===== config.mk =====
export PLATFORM = sky130hd
export DESIGN_NAME = alu64_decode
export DESIGN_NICKNAME = d
export VERILOG_FILES = /design/src/rtl/alu64_pkg.sv /design/src/rtl/alu64_decode.sv
export SDC_FILE = /design/constraint.sdc
export NUM_CORES = 2
export LEC_CHECK = 0
export ABC_AREA = 1
export BUFFER_PORTS_ARGS = -buffer_cell sky130_fd_sc_hd__buf_2
export CAP_MARGIN = 20
export CELL_PAD_IN_SITES_DETAIL_PLACEMENT = 0
export CELL_PAD_IN_SITES_GLOBAL_PLACEMENT = 2
export CORE_MARGIN = 3
export CORE_UTILIZATION = 28
export DETAILED_ROUTE_END_ITERATION = 6
export PLACE_DENSITY_LB_ADDON = 0.08
export SKIP_LAST_GASP = 1
export SLEW_MARGIN = 0
export SYNTH_ARGS = -nofsm -noshare
export SYNTH_HDL_FRONTEND = slang
export SYNTH_SLANG_ARGS = --single-unit

===== constraint.sdc =====
create_clock -name clock -period 3.6 [get_ports clock]
set_clock_uncertainty 0.2 [all_clocks]
set_input_delay 0.18 -clock clock [delete_from_list [all_inputs] [get_ports clock]]
set_output_delay 0.18 -clock clock [all_outputs]
set_load 0.02 [all_outputs]

===== src/rtl/alu64_pkg.sv =====
// types and codes shared by the alu64 block
`default_nettype none
package alu64_pkg;

   localparam int WORD_WIDTH = 64;

   typedef enum logic [4:0] {
      CMD_ADD  = 5'd0,
      CMD_SUB  = 5'd1,
      CMD_MUL  = 5'd2,
      CMD_DIV  = 5'd3,
      CMD_MOD  = 5'd4,
      CMD_AND  = 5'd5,
      CMD_OR   = 5'd6,
      CMD_XOR  = 5'd7,
      CMD_SHL  = 5'd8,
      CMD_SHR  = 5'd9,
      CMD_SAR  = 5'd10,
      CMD_CMP  = 5'd11,
      CMD_TEST = 5'd12,
      CMD_INC  = 5'd13,
      CMD_DEC  = 5'd14,
      CMD_NEG  = 5'd15,
      CMD_NOT  = 5'd16
   } cmd_type;

   localparam logic [1:0] ST_OK    = 2'd0;
   localparam logic [1:0] ST_DIVZ  = 2'd1;
   localparam logic [1:0] ST_BADOP = 2'd2;

   typedef enum logic [1:0] {
      SEL_DIRECT = 2'd0,
      SEL_MUL    = 2'd1,
      SEL_DIV    = 2'd2,
      SEL_MOD    = 2'd3
   } sel_type;

   typedef struct packed {
      logic [4:0]            command;
      logic [WORD_WIDTH-1:0] operand_a;
      logic [WORD_WIDTH-1:0] operand_b;
   } req_type;

   typedef struct packed {
      logic [WORD_WIDTH-1:0] result_value;
      logic                  zero_flag;
      logic                  sign_flag;
      logic                  carry_flag;
      logic                  overflow_flag;
      logic                  writes_result;
      logic                  writes_flags;
      logic [1:0]            status;
   } rsp_type;

   // control that travels down the cell chain with each request
   typedef struct packed {
      logic       valid;
      sel_type    sel;
      logic       negate;
      logic       zf;
      logic       sf;
      logic       cf;
      logic       of;
      logic       wr;
      logic       wf;
      logic [1:0] status;
   } ctrl_type;

endpackage
`default_nettype wire


===== src/rtl/alu64_decode.sv =====
// front stage: decodes the request, computes direct ops, sets up mul and div
`default_nettype none
module alu64_decode
   import alu64_pkg::*;
#(
   parameter int DATA_WIDTH = 64
) (
   input  wire                      clock,
   input  wire                      reset,
   input  wire                      accept,
   input  req_type                  req,
   output ctrl_type                 dec_ctrl,
   output logic [DATA_WIDTH-1:0]    dec_m,
   output logic [DATA_WIDTH-1:0]    dec_b,
   output logic [2*DATA_WIDTH-1:0]  dec_acc
);
   localparam int W = DATA_WIDTH;

   logic [W-1:0]   a, b;
   logic [5:0]     count;
   logic [W+64:0]  shl_t;
   logic [W:0]     shr_t;
   logic signed [W:0] sar_t;
   logic [W:0]     add_s, sub_d, inc_s, dec_d;

   ctrl_type       ctrl_ff, ctrl_in;
   logic [W-1:0]   m_ff, m_in, b_ff, b_in;
   logic [2*W-1:0] acc_ff, acc_in;

   assign a     = req.operand_a[W-1:0];
   assign b     = req.operand_b[W-1:0];
   assign count = req.operand_b[5:0];
   assign shl_t = {{65{1'b0}}, a} << count;
   assign shr_t = {a, 1'b0} >> count;
   assign sar_t = $signed({a, 1'b0}) >>> count;
   assign add_s = {1'b0, a} + {1'b0, b};
   assign sub_d = {1'b0, a} - {1'b0, b};
   assign inc_s = {1'b0, a} + (W+1)'(1);
   assign dec_d = {1'b0, a} - (W+1)'(1);

   always_comb begin
      logic [W-1:0] res, src, ua, ub;
      logic         cf, of, use_src, na, nb;
      ctrl_in        = '0;
      ctrl_in.valid  = accept;
      ctrl_in.sel    = SEL_DIRECT;
      ctrl_in.wr     = 1'b1;
      ctrl_in.wf     = 1'b1;
      ctrl_in.status = ST_OK;
      m_in    = a;
      b_in    = b;
      acc_in  = '0;
      res     = '0;
      src     = '0;
      cf      = 1'b0;
      of      = 1'b0;
      use_src = 1'b1;
      na      = a[W-1];
      nb      = b[W-1];
      ua      = na ? (W'(0) - a) : a;
      ub      = nb ? (W'(0) - b) : b;
      unique case (req.command) inside
         CMD_ADD: begin
            res = add_s[W-1:0];
            cf  = add_s[W];
            of  = ~(a[W-1] ^ b[W-1]) & (a[W-1] ^ res[W-1]);
            src = res;
         end
         CMD_INC: begin
            res = inc_s[W-1:0];
            cf  = inc_s[W];
            of  = ~a[W-1] & res[W-1];
            src = res;
         end
         CMD_SUB, CMD_CMP: begin
            src = sub_d[W-1:0];
            cf  = sub_d[W];
            of  = (a[W-1] ^ b[W-1]) & (a[W-1] ^ src[W-1]);
            res = (req.command == CMD_CMP) ? a : src;
            ctrl_in.wr = (req.command != CMD_CMP);
         end
         CMD_DEC: begin
            src = dec_d[W-1:0];
            cf  = dec_d[W];
            of  = a[W-1] & ~src[W-1];
            res = src;
         end
         CMD_NEG: begin
            res = W'(0) - a;
            cf  = |a;
            of  = a[W-1] & res[W-1];
            src = res;
         end
         CMD_MUL: begin
            ctrl_in.sel = SEL_MUL;
         end
         CMD_DIV, CMD_MOD: begin
            if (b == '0) begin
               ctrl_in.status = ST_DIVZ;
            end else begin
               ctrl_in.sel    = (req.command == CMD_DIV) ? SEL_DIV : SEL_MOD;
               ctrl_in.negate = (req.command == CMD_DIV) ? (na ^ nb) : na;
               m_in           = ub;
               acc_in         = {{W{1'b0}}, ua};
            end
         end
         CMD_AND: begin res = a & b; src = res; end
         CMD_OR:  begin res = a | b; src = res; end
         CMD_XOR: begin res = a ^ b; src = res; end
         CMD_TEST: begin
            res = a;
            src = a & b;
            ctrl_in.wr = 1'b0;
         end
         CMD_SHL: begin
            res = shl_t[W-1:0];
            cf  = (count != '0) & shl_t[W];
            src = res;
         end
         CMD_SHR: begin
            res = shr_t[W:1];
            cf  = (count != '0) & shr_t[0];
            src = res;
         end
         CMD_SAR: begin
            res = sar_t[W:1];
            cf  = (count != '0) & sar_t[0];
            src = res;
         end
         CMD_NOT: begin
            res        = ~a;
            use_src    = 1'b0;
            ctrl_in.wf = 1'b0;
         end
         default: begin
            ctrl_in.status = ST_BADOP;
         end
      endcase
      if (ctrl_in.status != ST_OK) begin
         res        = '0;
         cf         = 1'b0;
         of         = 1'b0;
         use_src    = 1'b0;
         ctrl_in.wr = 1'b0;
         ctrl_in.wf = 1'b0;
      end
      ctrl_in.zf = use_src & (src == '0);
      ctrl_in.sf = use_src & src[W-1];
      ctrl_in.cf = cf;
      ctrl_in.of = of;
      if (ctrl_in.sel == SEL_DIRECT) begin
         acc_in = {{W{1'b0}}, res};
      end
   end

   always_ff @(posedge clock) begin
      if (reset) begin
         ctrl_ff <= '0;
      end else begin
         ctrl_ff <= ctrl_in;
      end
      m_ff   <= m_in;
      b_ff   <= b_in;
      acc_ff <= acc_in;
   end

   assign dec_ctrl = ctrl_ff;
   assign dec_m    = m_ff;
   assign dec_b    = b_ff;
   assign dec_acc  = acc_ff;
endmodule
`default_nettype wire


# After elaboration in Yosys (flattened, before gate mapping)
# Cells that the tools add are included.
op_classes:
  n_reduce_logical: 14
  shift: 3
  n_eq_ne: 17
  n_lt_le_gt_ge: 0
  n_mux: 22
  addsub: 6
  n_bitwise: 21
  n_div: 0
  multipliers: 0
ops:
  columns: ["op", "count"]
  rows:
  - ["64-bit case mux with 13 select lines", 1]
  - ["64-bit case mux with 11 select lines", 1]
  - ["64-bit 2-to-1 mux", 9]
  - ["64-bit logical NOT", 2]
  - ["1-bit by 64-bit subtractor with 64-bit output, first input constant", 2]
  - ["64-bit by 1-bit adder with 65-bit output, second input constant", 1]
  - ["64-bit by 64-bit adder with 65-bit output", 1]
  - ["64-bit by 6-bit << shifter with 65-bit output", 1]
  - ["65-bit by 6-bit right shift with 65-bit output", 1]
  - ["65-bit by 6-bit >>> shifter with 65-bit output", 1]
  - ["64-bit by 1-bit subtractor with 65-bit output, second input constant", 1]
  - ["64-bit by 64-bit subtractor with 65-bit output", 1]
  - ["64-bit AND", 1]
  - ["64-bit inverter", 1]
  - ["64-bit bitwise OR", 1]
  - ["64-bit OR reduction", 1]
  - ["64-bit bitwise XOR", 1]
  - ["5-bit by 4-bit equality test with 1-bit output, second input constant", 8]
  - ["5-bit by 3-bit equality test with 1-bit output, second input constant", 4]
  - ["15-bit OR reduction", 1]
  - ["1-bit AND", 10]
  - ["5-bit by 2-bit equality test with 1-bit output, second input constant", 2]
  - ["2-bit OR reduction", 5]
  - ["1-bit case mux with 8 select lines", 1]
  - ["15 further kinds", 25]
totals:
  input_bits: 136
  mem_count: 0
  word_cells: 97
  romBits: 0
  latch_bits: 0
  regBits: 268
  ramBits: 0

# Logic depth before layout (Yosys ltp)
depth:
  depth_word: 6
  ltp_mapped: 32
  mapped_depth_nobuf: 27

# Worst setup path before layout
# No wires, ideal clock.
synth_timing:
  path_kind: "in2reg"
  from: "input port req[4] (netlist name)"
  to: "register ctrl_ff (netlist bit dec_ctrl[7])"
  cell_stages: 26
  arrival_ps: 3082
  path_buffers: 5
  required_ps: 3288
  path_slack_ps: 206
  cell_sequence: "buf_4 -> inv_1 -> clkbuf_1 -> clkbuf_1 -> buf_2 -> ha_1 -> buf_2 -> nor2_1 -> nand2_1 -> inv_1 -> nand2_1 -> nand2_1 -> nand2_1 -> nand2_1 -> nand2_1 -> nand2_1 -> nand2_1 -> nand2_1 -> nand2_1 -> nand2_1 -> nand3_1 -> nand2_1 -> xor2_1 -> nand2_1 -> nand4_1 -> nor2_1"
synth_between:
  elab_chain_len: 6
  elab_cells_between_ends: 16
synth_lines:
  columns: ["element", "line", "source"]
  rows:
  - ["start, declared", "alu64_decode.sv:11", "input req_type req,"]
  - ["branches (longest 5 deep; another with 64-bit by 64-bit subtractor with 65-bit output)", null, null]
  - ["1-bit AND *", "alu64_decode.sv:147", "ctrl_in.zf = use_src & (src == '0);"]
  - ["end signal, assigned", "alu64_decode.sv:160", "ctrl_ff <= ctrl_in;"]
  - ["end, declared", "alu64_decode.sv:26", "ctrl_type ctrl_ff, ctrl_in;"]
# Every way passes the cells marked *.
# A chain may end at the register's enable or synchronous reset.

# Worst setup path in the final report
layout_timing:
  from: "input port req[2] (netlist name)"
  to: "register ctrl_ff (netlist bit dec_ctrl[7])"
# The elaborated chain is that of the path after synthesis.

==> impl_metrics.tcl <==
set metrics [dict create \
    status "finished, violations left" \
    violations "design-rule violations, negative setup slack" \
    placement.io_buffers 339 \
    postSynthAreaPerCell_um2 5.07 \
    p_per_area_nw_per_um2 238 \
    die_h_um 385 \
    grt_pass1_vias 60800 \
    ir_drop_mv 0.460 \
    crit_arrival_ns 4.22 \
    netlist_instances 7934 \
    finalCoreUtilization_pct 43.4 \
    fin_cells 12000 \
    grtUsageTotal_pct 47.6 \
    vias 67000 \
    seq_area_um2 4080 \
    cts.path.max_buffers 3 \
    dieArea_um2 148000 \
    slew-limit-headroom_pct 8.01 \
    cts.sinks 204 \
    period_needed_ns 3.79 \
    p_leak_nw 33.3 \
    required_ns 4.04 \
    clk_pin_slew_ns 0.09 \
    numCtsBuffers 29 \
    crit_chain "buf_4 > buf_4 > dlygate4sd3_1 > buf_12 > nand3_1 > buf_4 > nand3_1 > buf_4 > nand2_1 > a21oi_1 > o21ai_0 > nand2_1 > nor2_1 > nand3_1 > nor2_1 > nand2_1 > nor2_1 > buf_4 > nand3_1 > nor2_1 > nand2_1 > nor2_1" \
    io_pins 404 \
    drive_gt1_share_pct 25.5 \
    hpwl_um 314000 \
    rows 138 \
    dp_cells 11800 \
    final_antenna_net_count 0 \
    avgViaCountPerCell 5.57 \
    synth_edf_count 0 \
    crit_buf_inv 7 \
    cts_tree "built" \
    cpMaxStageDelayCell "dlygate4sd3_1" \
    synth_flop_cell "dfxtp_1" \
    multiInputGateArea_um2 31200 \
    rsz0062_at_grt "true" \
    firstDrtPassIters 7 \
    fillerInstances 15900 \
    tns_ns -0.186 \
    grt_max_degree 104 \
    synth_area_um2 40200 \
    cts_max_level 1 \
    tightest_slew_ns 1.36 \
    clockRootBuffer "clkbuf_16" \
    core_area_um2 142000 \
    ys_seq_area_share_pct 10.1 \
    post_cts_buffers 0 \
    syn2layout_area_growth_pct 53.2 \
    startpoint_type "input pin" \
    critical_path.top_delay_family "simple AND/OR/NAND/NOR gates" \
    worstSetupPathType "in2reg" \
    antenna_found_initial 32 \
    ys_ff_latch 204 \
    finalCritPeriodShare_pct 105 \
    synth_cell_type_count 65 \
    crit_path_end_kind "register" \
    grt_overflow 0 \
    finalHoldViolations 0 \
    drv_cap 0 \
    nets 10500 \
    die_w_um 385 \
    drc 9 \
    final-setup-viol-count 1 \
    wirelength_um 369000 \
    finalWorstSetupSlack_ns -0.186 \
    ys.warnings.count 0 \
    fmax_mhz 264 \
    hold_class "in2reg" \
    grt_first_pass_wirelength_um 488000 \
    wire_per_inst_um 30.6 \
    async_flop_share_pct 0 \
    place_congestion 1.16 \
    critPathMaxFanout 103 \
    slew_viol_final 0 \
    cpPeakStageDelay_ns 0.59 \
    hold_ws_ns 0.0204 \
    initial_core_util_pct 28.3 \
    drtIter0Drc 10400 \
]
-- stage by stage --
| step | setup slack, ns | cell area (um2) | total power [mW] |
|---|---|---|---|
| final | -0.186 | 61700 | 14.6 |
| after global routing | -0.166 | 61600 | 15.1 |
| after CTS | 0.00637 | 61500 | 14.3 |
| after detailed placement | -0.584 | 59100 | 10.7 |
| after global placement | -0.542 | 59100 | 10.8 |
| after floorplan | 0.206 | 40500 | 6.03 |
-- cell usage in the layout, fill, tap and decap left out, drive strengths merged, types with 10 or more instances in the layout --
cell type / count
dfxtp: 204
clkinv: 14
o221ai: 12
a31oi: 16
nor3: 77
xor2: 77
conb: 64
nand3: 1202
o211ai: 38
inv: 869
o21ai: 379
ha: 216
nand3b: 34
o21bai: 24
nor4: 33
clkbuf: 37
diode: 15
nand2: 2727
a221oi: 15
a211oi: 25
buf: 2402
o2111ai: 38
dlygate4sd3: 133
o22ai: 37
and2: 26
nand4: 102
a2111oi: 13
nor2: 1004
o21a: 10
a21oi: 249
-- state kept, by name (all words and copies together) (netlist names) --
signal and count:
dec_ctrl 12, dec_m 64, dec_b 64, dec_acc 64
-- kinds of logic (layout without fill, tap and decap cells) --
family	after synthesis	after routing	share of synthesized area (%)
AOI/OAI and AO/OA	881	881	12.7
muxes	2	2	0.0498
DFF	204	204	10.1
buffers and inverters	1318	3462	13.4
other	1	79	0.00932
and+or+nand+nor	5230	5230	55.1
xor gates and xnor gates	80	80	1.74
adders and majority gates	218	218	6.82
-- cells in the mapped netlist, drive strengths merged, types with 6 or more instances --
cell,number,area share [%]
nand3,1202,15
o221ai,12,0.26
a31oi,16,0.25
xor2,77,1.7
a221oi,15,0.33
a211oi,25,0.47
a21oi,249,3.1
ha,216,6.7
nand4,102,1.6
o21ai,379,4.7
clkbuf,189,1.8
buf,256,3.5
inv,866,8.1
o2111ai,38,0.83
a2111oi,13,0.28
nor3,77,0.98
o21a,10,0.19
nand3b,34,0.67
clkinv,7,0.065
dfxtp,204,10
nor3b,9,0.17
o22ai,37,0.58
or2,6,0.093
nand2,2727,26
nor2,1004,10
and2,26,0.40
o21bai,24,0.45
o211ai,38,0.71
o31ai,8,0.15
nor4,33,0.53
-- metal layers --
layer / wire [um] / part of all wire (%) / track usage, %
met1: 144000 / 39 / 60.0
met2: 142000 / 38 / 66.8
met3: 48800 / 13 / 15.8
met4: 34300 / 9.3 / 34.8
met5: 115 / 0.031 / 0
-- power breakdown --
group          switching [mW]  internal [mW]  total, mW
clock                    1.38           2.00       3.39
sequential             0.0783           2.46       2.53
combinational            5.65           3.08       8.72
total                    7.11           7.54       14.6
-- final timing paths --
check                start          end  slack [ns]  depth (start not counted)
setup / recovery    req[2]  dec_ctrl[7]       -0.19                         22
hold / removal    req[126]    dec_m[62]        0.02                          5
-- timing repair --
action | in CTS | in global routing
endpoints found under the setup margin | 0 | 22
hold buffers | 133 | 0
gates resized for setup | 0 | 30
endpoints found under the hold margin | 137 | 0
-- area by class of cell --
class                   count  area share [%]
clock buffers              37            1.29
inverters                 873            5.33
well taps                1890            3.84
multi-input cells        6475            50.6
diodes                     15          0.0609
clock inverters            17           0.453
repair buffers           2535            31.8
flip-flops and latches    204            6.62
Note: power is estimated with default switching activity, not from simulation.
