File: src/rtl/alu64_pkg.sv
// types and codes shared by the alu64 block
`default_nettype none
package alu64_pkg;

   localparam int WORD_WIDTH = 64;

   typedef enum logic [4:0] {
      CMD_ADD  = 5'd0,
      CMD_SUB  = 5'd1,
      CMD_MUL  = 5'd2,
      CMD_DIV  = 5'd3,
      CMD_MOD  = 5'd4,
      CMD_AND  = 5'd5,
      CMD_OR   = 5'd6,
      CMD_XOR  = 5'd7,
      CMD_SHL  = 5'd8,
      CMD_SHR  = 5'd9,
      CMD_SAR  = 5'd10,
      CMD_CMP  = 5'd11,
      CMD_TEST = 5'd12,
      CMD_INC  = 5'd13,
      CMD_DEC  = 5'd14,
      CMD_NEG  = 5'd15,
      CMD_NOT  = 5'd16
   } cmd_type;

   localparam logic [1:0] ST_OK    = 2'd0;
   localparam logic [1:0] ST_DIVZ  = 2'd1;
   localparam logic [1:0] ST_BADOP = 2'd2;

   typedef enum logic [1:0] {
      SEL_DIRECT = 2'd0,
      SEL_MUL    = 2'd1,
      SEL_DIV    = 2'd2,
      SEL_MOD    = 2'd3
   } sel_type;

   typedef struct packed {
      logic [4:0]            command;
      logic [WORD_WIDTH-1:0] operand_a;
      logic [WORD_WIDTH-1:0] operand_b;
   } req_type;

   typedef struct packed {
      logic [WORD_WIDTH-1:0] result_value;
      logic                  zero_flag;
      logic                  sign_flag;
      logic                  carry_flag;
      logic                  overflow_flag;
      logic                  writes_result;
      logic                  writes_flags;
      logic [1:0]            status;
   } rsp_type;

   // control that travels down the cell chain with each request
   typedef struct packed {
      logic       valid;
      sel_type    sel;
      logic       negate;
      logic       zf;
      logic       sf;
      logic       cf;
      logic       of;
      logic       wr;
      logic       wf;
      logic [1:0] status;
   } ctrl_type;

endpackage
`default_nettype wire

File: src/rtl/alu64_cell.sv
// one chain cell: one shift-add mul step, one restoring div step or pass-through
`default_nettype none
module alu64_cell
   import alu64_pkg::*;
#(
   parameter int DATA_WIDTH = 64
) (
   input  wire                      clock,
   input  wire                      reset,
   input  ctrl_type                 prev_ctrl,
   input  wire [DATA_WIDTH-1:0]     prev_m,
   input  wire [DATA_WIDTH-1:0]     prev_b,
   input  wire [2*DATA_WIDTH-1:0]   prev_acc,
   output ctrl_type                 cell_ctrl,
   output logic [DATA_WIDTH-1:0]    cell_m,
   output logic [DATA_WIDTH-1:0]    cell_b,
   output logic [2*DATA_WIDTH-1:0]  cell_acc
);
   localparam int W = DATA_WIDTH;

   ctrl_type       ctrl_ff;
   logic [W-1:0]   m_ff, b_ff, b_in;
   logic [2*W-1:0] acc_ff, acc_in;

   always_comb begin
      logic [W:0]   sum, t;
      logic [W+1:0] d;
      logic         ge;
      sum    = {1'b0, prev_acc[2*W-1:W]} + (prev_b[0] ? {1'b0, prev_m} : '0);
      t      = {prev_acc[2*W-1:W], prev_acc[W-1]};
      d      = {1'b0, t} - {2'b00, prev_m};
      ge     = ~d[W+1];
      b_in   = prev_b;
      acc_in = prev_acc;
      case (prev_ctrl.sel)
         SEL_MUL: begin
            // add under the high half, then shift the product right
            acc_in = {sum, prev_acc[W-1:1]};
            b_in   = prev_b >> 1;
         end
         SEL_DIV, SEL_MOD: begin
            // remainder in the high half, dividend shifts out as quotient shifts in
            acc_in = {(ge ? d[W-1:0] : t[W-1:0]), prev_acc[W-2:0], ge};
         end
         default: begin
            acc_in = prev_acc;
         end
      endcase
   end

   always_ff @(posedge clock) begin
      if (reset) begin
         ctrl_ff <= '0;
      end else begin
         ctrl_ff <= prev_ctrl;
      end
      m_ff   <= prev_m;
      b_ff   <= b_in;
      acc_ff <= acc_in;
   end

   assign cell_ctrl = ctrl_ff;
   assign cell_m    = m_ff;
   assign cell_b    = b_ff;
   assign cell_acc  = acc_ff;
endmodule
`default_nettype wire

File: config.mk
export PLATFORM = sky130hd
export DESIGN_NAME = alu64_cell
export DESIGN_NICKNAME = d
export VERILOG_FILES = /design/src/rtl/alu64_pkg.sv /design/src/rtl/alu64_cell.sv
export SDC_FILE = /design/constraint.sdc
export NUM_CORES = 1
export LEC_CHECK = 0
export ABC_AREA = 0
export BUFFER_PORTS_ARGS = -buffer_cell sky130_fd_sc_hd__buf_2
export CAP_MARGIN = 20
export CORE_AREA = 2 2 227 229
export DETAILED_ROUTE_END_ITERATION = 10
export DIE_AREA = 0 0 229 231
export PLACE_DENSITY = 0.64
export SLEW_MARGIN = 10
export SYNTH_ARGS = -nofsm -noshare
export SYNTH_HDL_FRONTEND = slang
export SYNTH_SLANG_ARGS = --single-unit
File: constraint.sdc
create_clock -name clock -period 3.77 [get_ports clock]
set_clock_uncertainty 0.05 [all_clocks]
set_input_delay 0.5655 -clock clock [delete_from_list [all_inputs] [get_ports clock]]
set_output_delay 0.5655 -clock clock [all_outputs]
set_load 0.01 [all_outputs]
### Word-level counts from Yosys, hierarchy flattened

Cells that the tools add are included.

| cells by class | value |
|---|---|
| shift-type cells | 0 |
| eq/ne operators | 3 |
| mux-type cells | 4 |
| bitwise gates (word level) | 1 |
| multipliers | 0 |
| order comparisons | 0 |
| add/subtract/negate cells | 2 |
| div/mod/pow operators | 0 |
| reduce and logical (&&, ||, !) cells | 1 |

Operators with widths:

| operator | number |
|---|---|
| 128-bit one-hot mux with 2 select lines | 1 |
| 64-bit 2-to-1 mux | 2 |
| 65-bit by 64-bit subtractor with 66-bit output | 1 |
| 64-bit by 64-bit adder with 65-bit output | 1 |
| 63-bit 2-to-1 mux | 1 |
| 2-bit == test (second input constant) | 2 |
| 2-bit by 1-bit == test with 1-bit output (second input constant) | 1 |
| 2-bit OR reduction | 1 |
| 1-bit NOT | 1 |

| word-level totals | value |
|---|---|
| output and inout bits | 268 |
| logic and storage cells | 25 |
| bits in latches | 0 |
| bits in registers | 268 |
| memories kept | 0 |
| RAM bits | 0 |
| input bits | 270 |
| ROM bits | 0 |

### Depth between registers and ports, before layout

Gate-level depths: netlist (run 1).

| logic depth | value |
|---|---|
| depth after elaboration | 3 |
| depth in mapped cells | 16 |
| gate-level depth less buffers | 15 |

### Worst setup path before layout (run 1)

OpenSTA, ideal clock, no wires.

| timing path | value |
|---|---|
| path type | input to register |
| start point | input port prev_b[0] |
| end point | register acc_ff[122] (netlist: cell_acc[122]) |
| path buffers | 2 |
| data required time | 3.641 ns |
| stages | 15 |
| slack | -0.067 ns |
| arrival time | 3.708 ns |
| cell sequence | clkbuf_1 > clkbuf_1 > and2_1 > ha_1 > a211oi_1 > o211ai_1 > a311o_1 > a211oi_2 > nand2b_1 > o31ai_4 > a21bo_2 > a31o_1 > a21oi_1 > mux2_1 > a22oi_1 |

| between the ends | value |
|---|---|
| word-level cells in the longest chain between the ends | 3 |

Ends and longest elaborated chain:

| what | RTL line | source |
|---|---|---|
| start, declared | alu64_cell.sv:12 | `input wire [DATA_WIDTH-1:0] prev_b,` |
| 64-bit 2-to-1 mux | alu64_cell.sv:29 | `sum = {1'b0, prev_acc[2*W-1:W]} + (prev_b[0] ? {1'b0, prev_m} : '0);` |
| 64-bit by 64-bit adder with 65-bit output | alu64_cell.sv:29 |  |
| 128-bit one-hot mux with 2 select lines | alu64_cell.sv:35 | `case (prev_ctrl.sel)` |
| net acc_in[122] | alu64_cell.sv:23 | `logic [2*W-1:0] acc_ff, acc_in;` |
| end signal, assigned | alu64_cell.sv:59 | `acc_ff <= acc_in;` |
| end, declared | alu64_cell.sv:23 |  |

The timed path passes the listed nets, and every way through them passes these cells.
A chain may end at the register's enable or synchronous reset.

### Worst setup path after layout (run 1)

| timing path | value |
|---|---|
| start point | input port prev_m[0] |
| end point | register acc_ff[123] (netlist: cell_acc[123]) |

| between the ends | value |
|---|---|
| word-level cells in the longest chain between the ends | 3 |
| elaborated cells between the ends (all ways) | 5 |
| those cells by class | add/sub (2); mux (3) |

Ends and longest elaborated chain:

| what | RTL line | source |
|---|---|---|
| start, declared | alu64_cell.sv:11 | `input wire [DATA_WIDTH-1:0] prev_m,` |
| 65-bit by 64-bit subtractor with 66-bit output or 64-bit 2-to-1 mux (tied branches) | alu64_cell.sv:31, alu64_cell.sv:29 |  |
| 64-bit 2-to-1 mux or 64-bit by 64-bit adder with 65-bit output (tied branches) | alu64_cell.sv:43, alu64_cell.sv:29 |  |
| 128-bit one-hot mux with 2 select lines (*) | alu64_cell.sv:35 |  |
| net acc_in[123] | alu64_cell.sv:23 |  |

Mark *: on every way through the listed nets, which the timed path passes. The rest lies on a longest branch.

==> results of run 1 <==
worst paths after layout:
| path | slack [ns] | startpoint | endpoint |
|---|---|---|---|
| setup / recovery | 0.18 | prev_m[0] | cell_acc[123] |
| hold / removal | 0.11 | prev_m[35] | cell_m[35] |
layer usage:
metal / share of wire / wire length (um) / up-vias / track usage
li1: - / - / 9502 / -
met1: 0.39 / 28200 / 9138 / 0.301
met2: 0.50 / 36000 / 759 / 0.469
met3: 0.063 / 4490 / 149 / 0.0395
met4: 0.039 / 2780 / 4 / 0.108
met5: 0.00038 / 27 / - / 0
sequential cells by signal, indices dropped and copies added (netlist names):
name,count
cell_m,64
cell_b,64
cell_acc,128
cell_ctrl,12
cell usage in the layout, fill, tap and decap left out, types with 10 or more instances in the layout:
cell	Yosys	final
buf_2	36	534
nand2_1	439	439
buf_4	1	345
dfxtp_1	268	268
a21oi_1	167	167
o21ai_0	142	142
ha_1	128	128
inv_1	100	100
mux2i_1	85	85
nor2_1	85	84
and2_1	76	76
xnor2_1	66	66
a21o_1	56	56
o21ai_1	55	53
xor2_1	46	46
nand4_1	41	41
o211ai_1	41	41
nor2b_1	36	36
a211oi_1	40	35
clkbuf_16	0	35
a31oi_1	29	28
o21bai_1	26	26
nand3_1	17	17
nor3_1	17	16
o21a_1	13	13
nand2b_1	12	10
o31ai_1	11	10
power by group:
part	leakage, nW	switching, mW	internal (mW)
logic	9.49	1.75	1.39
registers	2.26	0.102	3.12
clock network	0.568	1.35	2.06
cells by family (layout without fill, tap and decap cells):
kind of cell,Yosys count,count (layout)
simple gates,763,763
buf+inv,234,1051
other cells,0,9
mux,87,87
fa+ha+maj,130,130
xor+xnor,112,112
compound gates,663,663
flops,268,268
repair_timing:
action                     CTS  global route
resized for setup            1            14
hold endpoints to repair     0             0
setup endpoints to repair    1             7
setup buffers                0             1
pin swaps                    0             5
area by class of cell:
class                           count  share of cell area
Antenna cell                        9            0.000919
Timing Repair Buffer              889               0.221
Tap cell                          680              0.0347
Clock buffer                       47              0.0405
Sequential cell                   268               0.219
Multi-Input combinational cell   1755               0.461
Clock inverter                     13             0.00674
Inverter                          102              0.0156
metrics by stage:
| step | setup WS [ns] | total power [mW] | utilization | std cells | TNS, ns |
|---|---|---|---|---|---|
| after CTS | 0.0601 | 9.81 | 0.481 | 3753 | 0 |
| final | 0.179 | 9.77 | 0.483 | 3763 | 0 |
| after global routing | 0.00402 | 10.3 | 0.483 | 3763 | 0 |
| after detailed placement | -0.613 | 6.36 | 0.458 | 3693 | -9.38 |
| after global placement | -0.545 | 6.33 | 0.458 | 3693 | -7.15 |
| after floorplan | 0.0197 | 4.95 | - | 2257 | 0 |
==> metrics.txt, run 1 <==
Reg clk slew, reported paths=0.06 ns; area occupied by multi-input gates=11,300 um^2; GRT overflow=0; Worst-Margin Slew=0.851 ns; antenna violations before repair=19; TritonCTS Sinks=between 200 and 300; CTS Hold Bufs=0; fmax=278 MHz; aggregate global-route resource usage=0.258; Hold Fails Final Rpt=0; Bufs and invs on worst path=3; Worst setup EP type=flip-flop; Setup Viol. Count Final=0; DRT iter0 DRCs=approximately 1,200; total wire length=slightly above 70,000 um; num rows=83; Final #Nets=3,450; # port buffers=537; RSZ-0062 raised after global routing=no; CTS tree=built; Setup Crit Path Kind=primary input to flip-flop; top cells by area, synth=dfxtp_1 31%, nand2_1 9.4%, ha_1 9.1%; GPL Wtd Cong=1.04; Rel. slew slack=0.433; CP most frequent cell=o21ai_1; worst endpoint required time=4.15 ns; register bit total from synthesis=268; asr flop ratio synth=0; Root Driver=clkbuf_16; share of layout cells above drive strength 1=0.323; adder-cell share of the synthesized area=0.0937; filler instances=5,063; Post-synth EDFFs=0; largest net degree at the start of global routing=167; Syn Area/Cell=7.76 um^2; Cell Area, Synth=approximately 18,000 um^2; Die Y=roughly 230 um; Seq/Total Area, Yosys=0.306; crit share post-route=0.952; Area growth syn-to-layout=39.8%; TritonCTS buffer count=34; Post-Synth Simple-Gate Area=0.199; Cell variety after synth=a little under 90; critical path startpoint category=primary input; Period minus WS final=3.59 ns; Synth Flop Type=dfxtp_1; post-route ant nets=0; synth cell count leaders=439 x nand2_1, 268 x dfxtp_1, 167 x a21oi_1, 142 x o21ai_0, 128 x ha_1; worst hold path class=primary input to flip-flop; DR WL/cell=roughly 19 um; post-DP HPWL=58,400 um; Crit path max-delay family=compound AO/OA/AOI/OAI gates; synthesized instance count=2,257; Pleak=12.3 nW; slowest stage cell on the critical path=fa_2; xor and xnor area share after synthesis=0.0560; DRC Markers=0; Max Buffers Root-to-Sink=3; Hold Path Depth=1; pins over their slew limit=0; Storage cell area=5370 um^2; drt first pass iters=8; maximum vdd ir drop=0.000324 V; Critical Path Fanout Max=3; worst endpoint data arrival time=3.97 ns; Levels on crit path=17; status=finished clean; total number of vias=slightly below 20,000; Design Area, Final=24,500 um^2; hold_ws=0.108 ns; Die W=229 um; Mapped Nets=2,657; I/O pins=538; maxcap violations=0; largest family of logic cells by synthesized area=compound AO/OA/AOI/OAI gates; first-pass GRT wire length=approximately 110,000 um; pwr dens=399 nW/um^2; worst-path cell chain=buf_2, buf_4, and2_1, ha_1, fa_2, a211oi_2, o21ai_1, o31ai_2, buf_4, o311ai_1, a211o_1, a21bo_2, a21oi_1, o21ai_1, xor2_1, mux2i_1, o21ai_1; slowest stage delay, CP=approximately 0.37 ns; post-synthesis compound-gate area fraction=0.241; placed inst area=~23,000 um^2; core area=50,700 um^2; area leader, netlist=dfxtp_1; # H-tree levels=2; Synth Warn #=0; Initial Util=0.346; post-synthesis mux area share=0.0499; top-count cell post-synth=nand2_1; Die Area=52,900 um^2; via/cell ratio=5.20; Yosys top cell area share=0.306; vias in the first global route=18,800
Power figures use the tool's default switching activity.
==> run 2, diff against run 1 <==
--- a/config.mk
+++ b/config.mk
@@ -11,7 +11,9 @@
 export CORE_AREA = 2 2 227 229
 export DETAILED_ROUTE_END_ITERATION = 10
 export DIE_AREA = 0 0 229 231
-export PLACE_DENSITY = 0.64
+export HOLD_SLACK_MARGIN = 0.06
+export PLACE_DENSITY = 0.62
+export SKIP_LAST_GASP = 1
 export SLEW_MARGIN = 10
 export SYNTH_ARGS = -nofsm -noshare
 export SYNTH_HDL_FRONTEND = slang
==> constraint.sdc (replaced) <==
create_clock -name clock -period 3.8 [get_ports clock]
set_clock_uncertainty 0.05 [all_clocks]
set_input_delay 0.57 -clock clock [delete_from_list [all_inputs] [get_ports clock]]
set_output_delay 0.57 -clock clock [all_outputs]
set_load 0.01 [all_outputs]
==> run 2 against run 1 <==
  * Hold slack lost 0.016 ns
  * Count of clock-buffer cells in the layout shrank 6
  * Combinational power is essentially flat
  * Via count shrank 1.1%
==> metrics.txt, run 2 (same netlist as run 1, synthesis figures left out) <==
status=finished clean; # port buffers=537; Period minus WS final=approximately 3.7 ns; critical path startpoint category=primary input; DRC Markers=0; Worst setup EP type=flip-flop; Root Driver=clkbuf_16; Worst-Margin Slew=0.837 ns; Reg clk slew, reported paths=0.06 ns; placed inst area=23,200 um^2; most common cell after layout, fill and taps aside=buf_2; worst endpoint data arrival time=between 4 and 5 ns; worst endpoint required time=4.16 ns; total wire length=~70,000 um; worst hold path class=primary input to flip-flop; Pleak=12.2 nW; TritonCTS Sinks=268; Non-Filler Instances=~3,800; pwr dens=between 300 and 400 nW/um^2; Die Area=52,900 um^2; vias in the first global route=18,900; Final TNS setup=0 ns; CTS tree=built; post-route ant nets=0; maximum vdd ir drop=0.000294 V; DR WL/cell=between 15 and 20 um; post-DP HPWL=56,300 um; crit share post-route=0.969; Die W=229 um; Setup Viol. Count Final=0; antenna violations before repair=15; Placed Cells=approximately 3,700; DRT iter0 DRCs=about 1,300; num rows=83; via/cell ratio=around 5; GRT overflow=0; Die Y=231 um; HP Start=prev_m[50]; Rel. slew slack=0.442; most frequent cells in the layout=534 x buf_2, 438 x nand2_1, 337 x buf_4; drt first pass iters=5; total number of vias=19,300; maxcap violations=0; core area=50,700 um^2; pins over their slew limit=0; Setup Crit Path Kind=primary input to flip-flop; aggregate global-route resource usage=0.247; TritonCTS buffer count=31; Area growth syn-to-layout=38.9%; Initial Util=0.346; Hold Fails Final Rpt=0; fmax=approximately 270 MHz; largest net degree at the start of global routing=100; flip-flop count of the largest register after layout=128; hold_ws=0.0926 ns; Final #Nets=around 3,400; Total Power=9.12 mW; Critical Path Fanout Max=10; # H-tree levels=1; Design Area, Final=around 24,000 um^2; I/O pins=538; Critical Path Start=prev_m[28]; Max Buffers Root-to-Sink=3; share of layout cells above drive strength 1=0.318; GPL Wtd Cong=0.948; first-pass GRT wire length=104,000 um
run 2: repair_timing:
item	in CTS	in global routing
endpoints found under the setup margin	0	54
hold endpoints to repair	7	0
gates resized for setup	0	12
setup buffers	0	1
hold buffers	7	0
run 2: critical path, stage by stage:
cell and delay, ns:
dlygate4sd3_1 0.53, buf_2 0.15, inv_1 0.05, ha_2 0.37, nand4_1 0.12, buf_4 0.19
nor3_1 0.17, buf_4 0.15, nand2_1 0.06, a21oi_1 0.15, buf_4 0.17, o21ai_1 0.10
a21oi_2 0.29, a41o_4 0.32, buf_12 0.12, clkbuf_16 0.15, mux2i_1 0.25, a22oi_1 0.13
run 2: final cells by class:
cell class	count	area, um^2
Inverter	102	383
Timing Repair Buffer	890	5490
Sequential cell	268	5370
Clock inverter	13	82.6
Fill cell	5037	26300
Tap cell	680	851
Clock buffer	41	863
Antenna cell	10	25.0
Multi-Input combinational cell	1755	11300
run 2: power by group:
part / total, mW / switching [mW] / internal (mW)
registers: 3.19 / 0.0985 / 3.09
clock network: 2.81 / 1.23 / 1.58
logic: 3.12 / 1.72 / 1.39
total: 9.12 / 3.05 / 6.06
run 2: per-layer routing:
layer,up-vias,GRT usage,share of wire
met1,9043,0.293,0.40
met2,683,0.447,0.50
met5,-,0,0.00039
met4,4,0.0942,0.036
li1,9484,-,-
met3,132,0.0362,0.060
run 2: worst paths after layout:
kind / to / slack [ns] / cells past startpoint
worst min-delay path: cell_m[50] / 0.09 / 1
worst max-delay path: cell_acc[111] / 0.12 / 18
run 2: per-stage QoR:
step | setup WS (ns) | utilization
floorplan | 0.00219 | -
global placement | -0.333 | 0.457
detailed placement | -0.381 | 0.457
CTS | 0.0725 | 0.477
global route | -0.0209 | 0.480
finish | 0.117 | 0.480
==> run 3, diff against run 2 <==
--- a/config.mk
+++ b/config.mk
@@ -6,13 +6,13 @@
 export NUM_CORES = 1
 export LEC_CHECK = 0
 export ABC_AREA = 0
-export BUFFER_PORTS_ARGS = -buffer_cell sky130_fd_sc_hd__buf_2
 export CAP_MARGIN = 20
 export CORE_AREA = 2 2 227 229
 export DETAILED_ROUTE_END_ITERATION = 10
 export DIE_AREA = 0 0 229 231
+export DONT_BUFFER_PORTS = 1
 export HOLD_SLACK_MARGIN = 0.06
-export PLACE_DENSITY = 0.62
+export PLACE_DENSITY = 0.53
 export SKIP_LAST_GASP = 1
 export SLEW_MARGIN = 10
 export SYNTH_ARGS = -nofsm -noshare
==> run 3 against run 2 <==
  * First-iteration DRC count shrank 22%
  * Core utilization shrank 3.6 points
  * Via count shrank 8.4%
==> metrics.txt, run 3 (same netlist as run 1, synthesis figures left out) <==
Rel. slew slack=0.361; worst hold path class=primary input to flip-flop; critical path startpoint category=primary input; worst endpoint required time=4.19 ns; status=finished clean; RSZ-0062 raised after global routing=no; pre-CTS setup slack=-0.184 ns; CTS tree=built; hold_ws=0.0839 ns; pwr dens=between 400 and 500 nW/um^2; most common cell after layout, fill and taps aside=nand2_1; worst endpoint data arrival time=3.75 ns; Placed Cells=2,984; Hold Path Depth=1; flip-flop count of the largest register after layout=128; Pleak=10.2 nW; Final #Nets=between 2,000 and 3,000; Worst-Margin Slew=~0.95 ns; Hold Fails Final Rpt=0; slowest stage cell on the critical path=a311o_1; hold worst-path end=cell_ctrl[0]; clock share of power=0.360; combinational power share=0.265; sequential share of power=0.375; DRT iter0 DRCs=1,016; first-pass GRT wire length=107,000 um; Area growth syn-to-layout=28.6%; antenna violations before repair=2; via/cell ratio=5.44; TritonCTS Sinks=268; final setup slack of the worst path=~0.44 ns; maximum vdd ir drop=0.000363 V; crit share post-route=0.884; Die Area=roughly 53,000 um^2; Period minus WS final=3.36 ns; sw power=2.85 mW; Initial Util=0.346; Setup Crit Path Kind=primary input to flip-flop; final core utilization=0.444; post-CTS sizing=0; Crit path max-delay family=compound AO/OA/AOI/OAI gates; total number of vias=17,700; Reg clk slew, reported paths=0.07 ns; DR WL/cell=22.2 um; I/O pins=538; vias in the first global route=17,900; slowest stage delay, CP=0.39 ns; post-DP HPWL=52,400 um; drt first pass iters=5; num rows=83; GPL Wtd Cong=1.05; Int Power=6.22 mW; maxcap violations=0; Net Sw Frac=0.314; Max Buffers Root-to-Sink=3; Design Area, Final=22,500 um^2; share of layout cells above drive strength 1=0.103; Bufs and invs on worst path=2; core area=50,700 um^2; TritonCTS buffer count=30; pins over their slew limit=0; filler instances=5,060; # port buffers=0; Worst setup EP type=flip-flop; Root Driver=clkbuf_16; Die Y=231 um; aggregate global-route resource usage=0.261; Total Power=slightly above 9 mW; Die W=about 230 um; GRT overflow=0; # H-tree levels=1; HP Start=prev_ctrl[0]; DRC Markers=0; placed inst area=~19,000 um^2; Non-Filler Instances=3,255; Critical Path Fanout Max=65; post-route ant nets=0; Final TNS setup=0 ns; most frequent cells in the layout=439 x nand2_1, 268 x dfxtp_1, 212 x dlygate4sd3_1; total wire length=72,100 um; Setup Viol. Count Final=0; worst-path cell chain=and2_1, ha_1, buf_4, a211oi_1, o211ai_1, a311o_1, a211oi_2, nand2b_1, o31ai_4, buf_4, a31oi_1, o21bai_1, xor2_1, a211oi_1, a31oi_1; largest net degree at the start of global routing=147; fmax=298 MHz
## run 3: cell count changes in the layout (fill, tap and decap cells not counted), sizes merged
cell	previous run	this run
buf	881	181
clkbuf	43	36
inv	100	102
dlygate4sd3	7	212
bufinv	0	7
clkinv	11	8
clkinvlp	4	2
diode	10	4
## run 3: worst max path at each step
stage	start	to	slack (ns)	cells past startpoint
finish	prev_b[0]	cell_acc[114]	0.44	15
global route	prev_b[0]	cell_acc[97]	0.17	14
CTS	prev_m[0]	cell_acc[114]	0.42	15
detailed placement	prev_m[0]	cell_acc[114]	-0.18	15
global placement	prev_m[0]	cell_acc[114]	-0.21	15
floorplan	prev_b[0]	cell_acc[122]	0.002	15
## run 3: final cells by class
class,count,area [um^2],area share
multi-input combinational,1755,11200,0.498
sequential,268,5370,0.238
clock inverter,17,280,0.0124
inverter,102,383,0.0170
timing repair buffer,393,3600,0.160
tap,680,851,0.0378
antenna,4,10.0,0.000444
clock buffer,36,815,0.0362
## run 3: power by group through the flow
stage,Combinational [mW],Sequential (mW),Clock (mW)
after detailed placement,2.13,3.46,0
after global placement,2.12,3.47,0
final,2.40,3.40,3.27
after floorplan,1.53,3.37,0
after global routing,2.64,3.42,3.47
after CTS,2.39,3.40,3.35
## run 3: timing repair
action,in CTS,in global routing
hold endpoints to repair,203,1
setup buffers,0,0
hold buffers,213,1
## run 3: routing by layer
metal	track usage	part of all wire	up-vias
li1	-	-	8500
met1	0.301	0.40	8360
met3	0.0526	0.068	138
met2	0.463	0.49	720
met5	0	0	-
met4	0.119	0.048	0
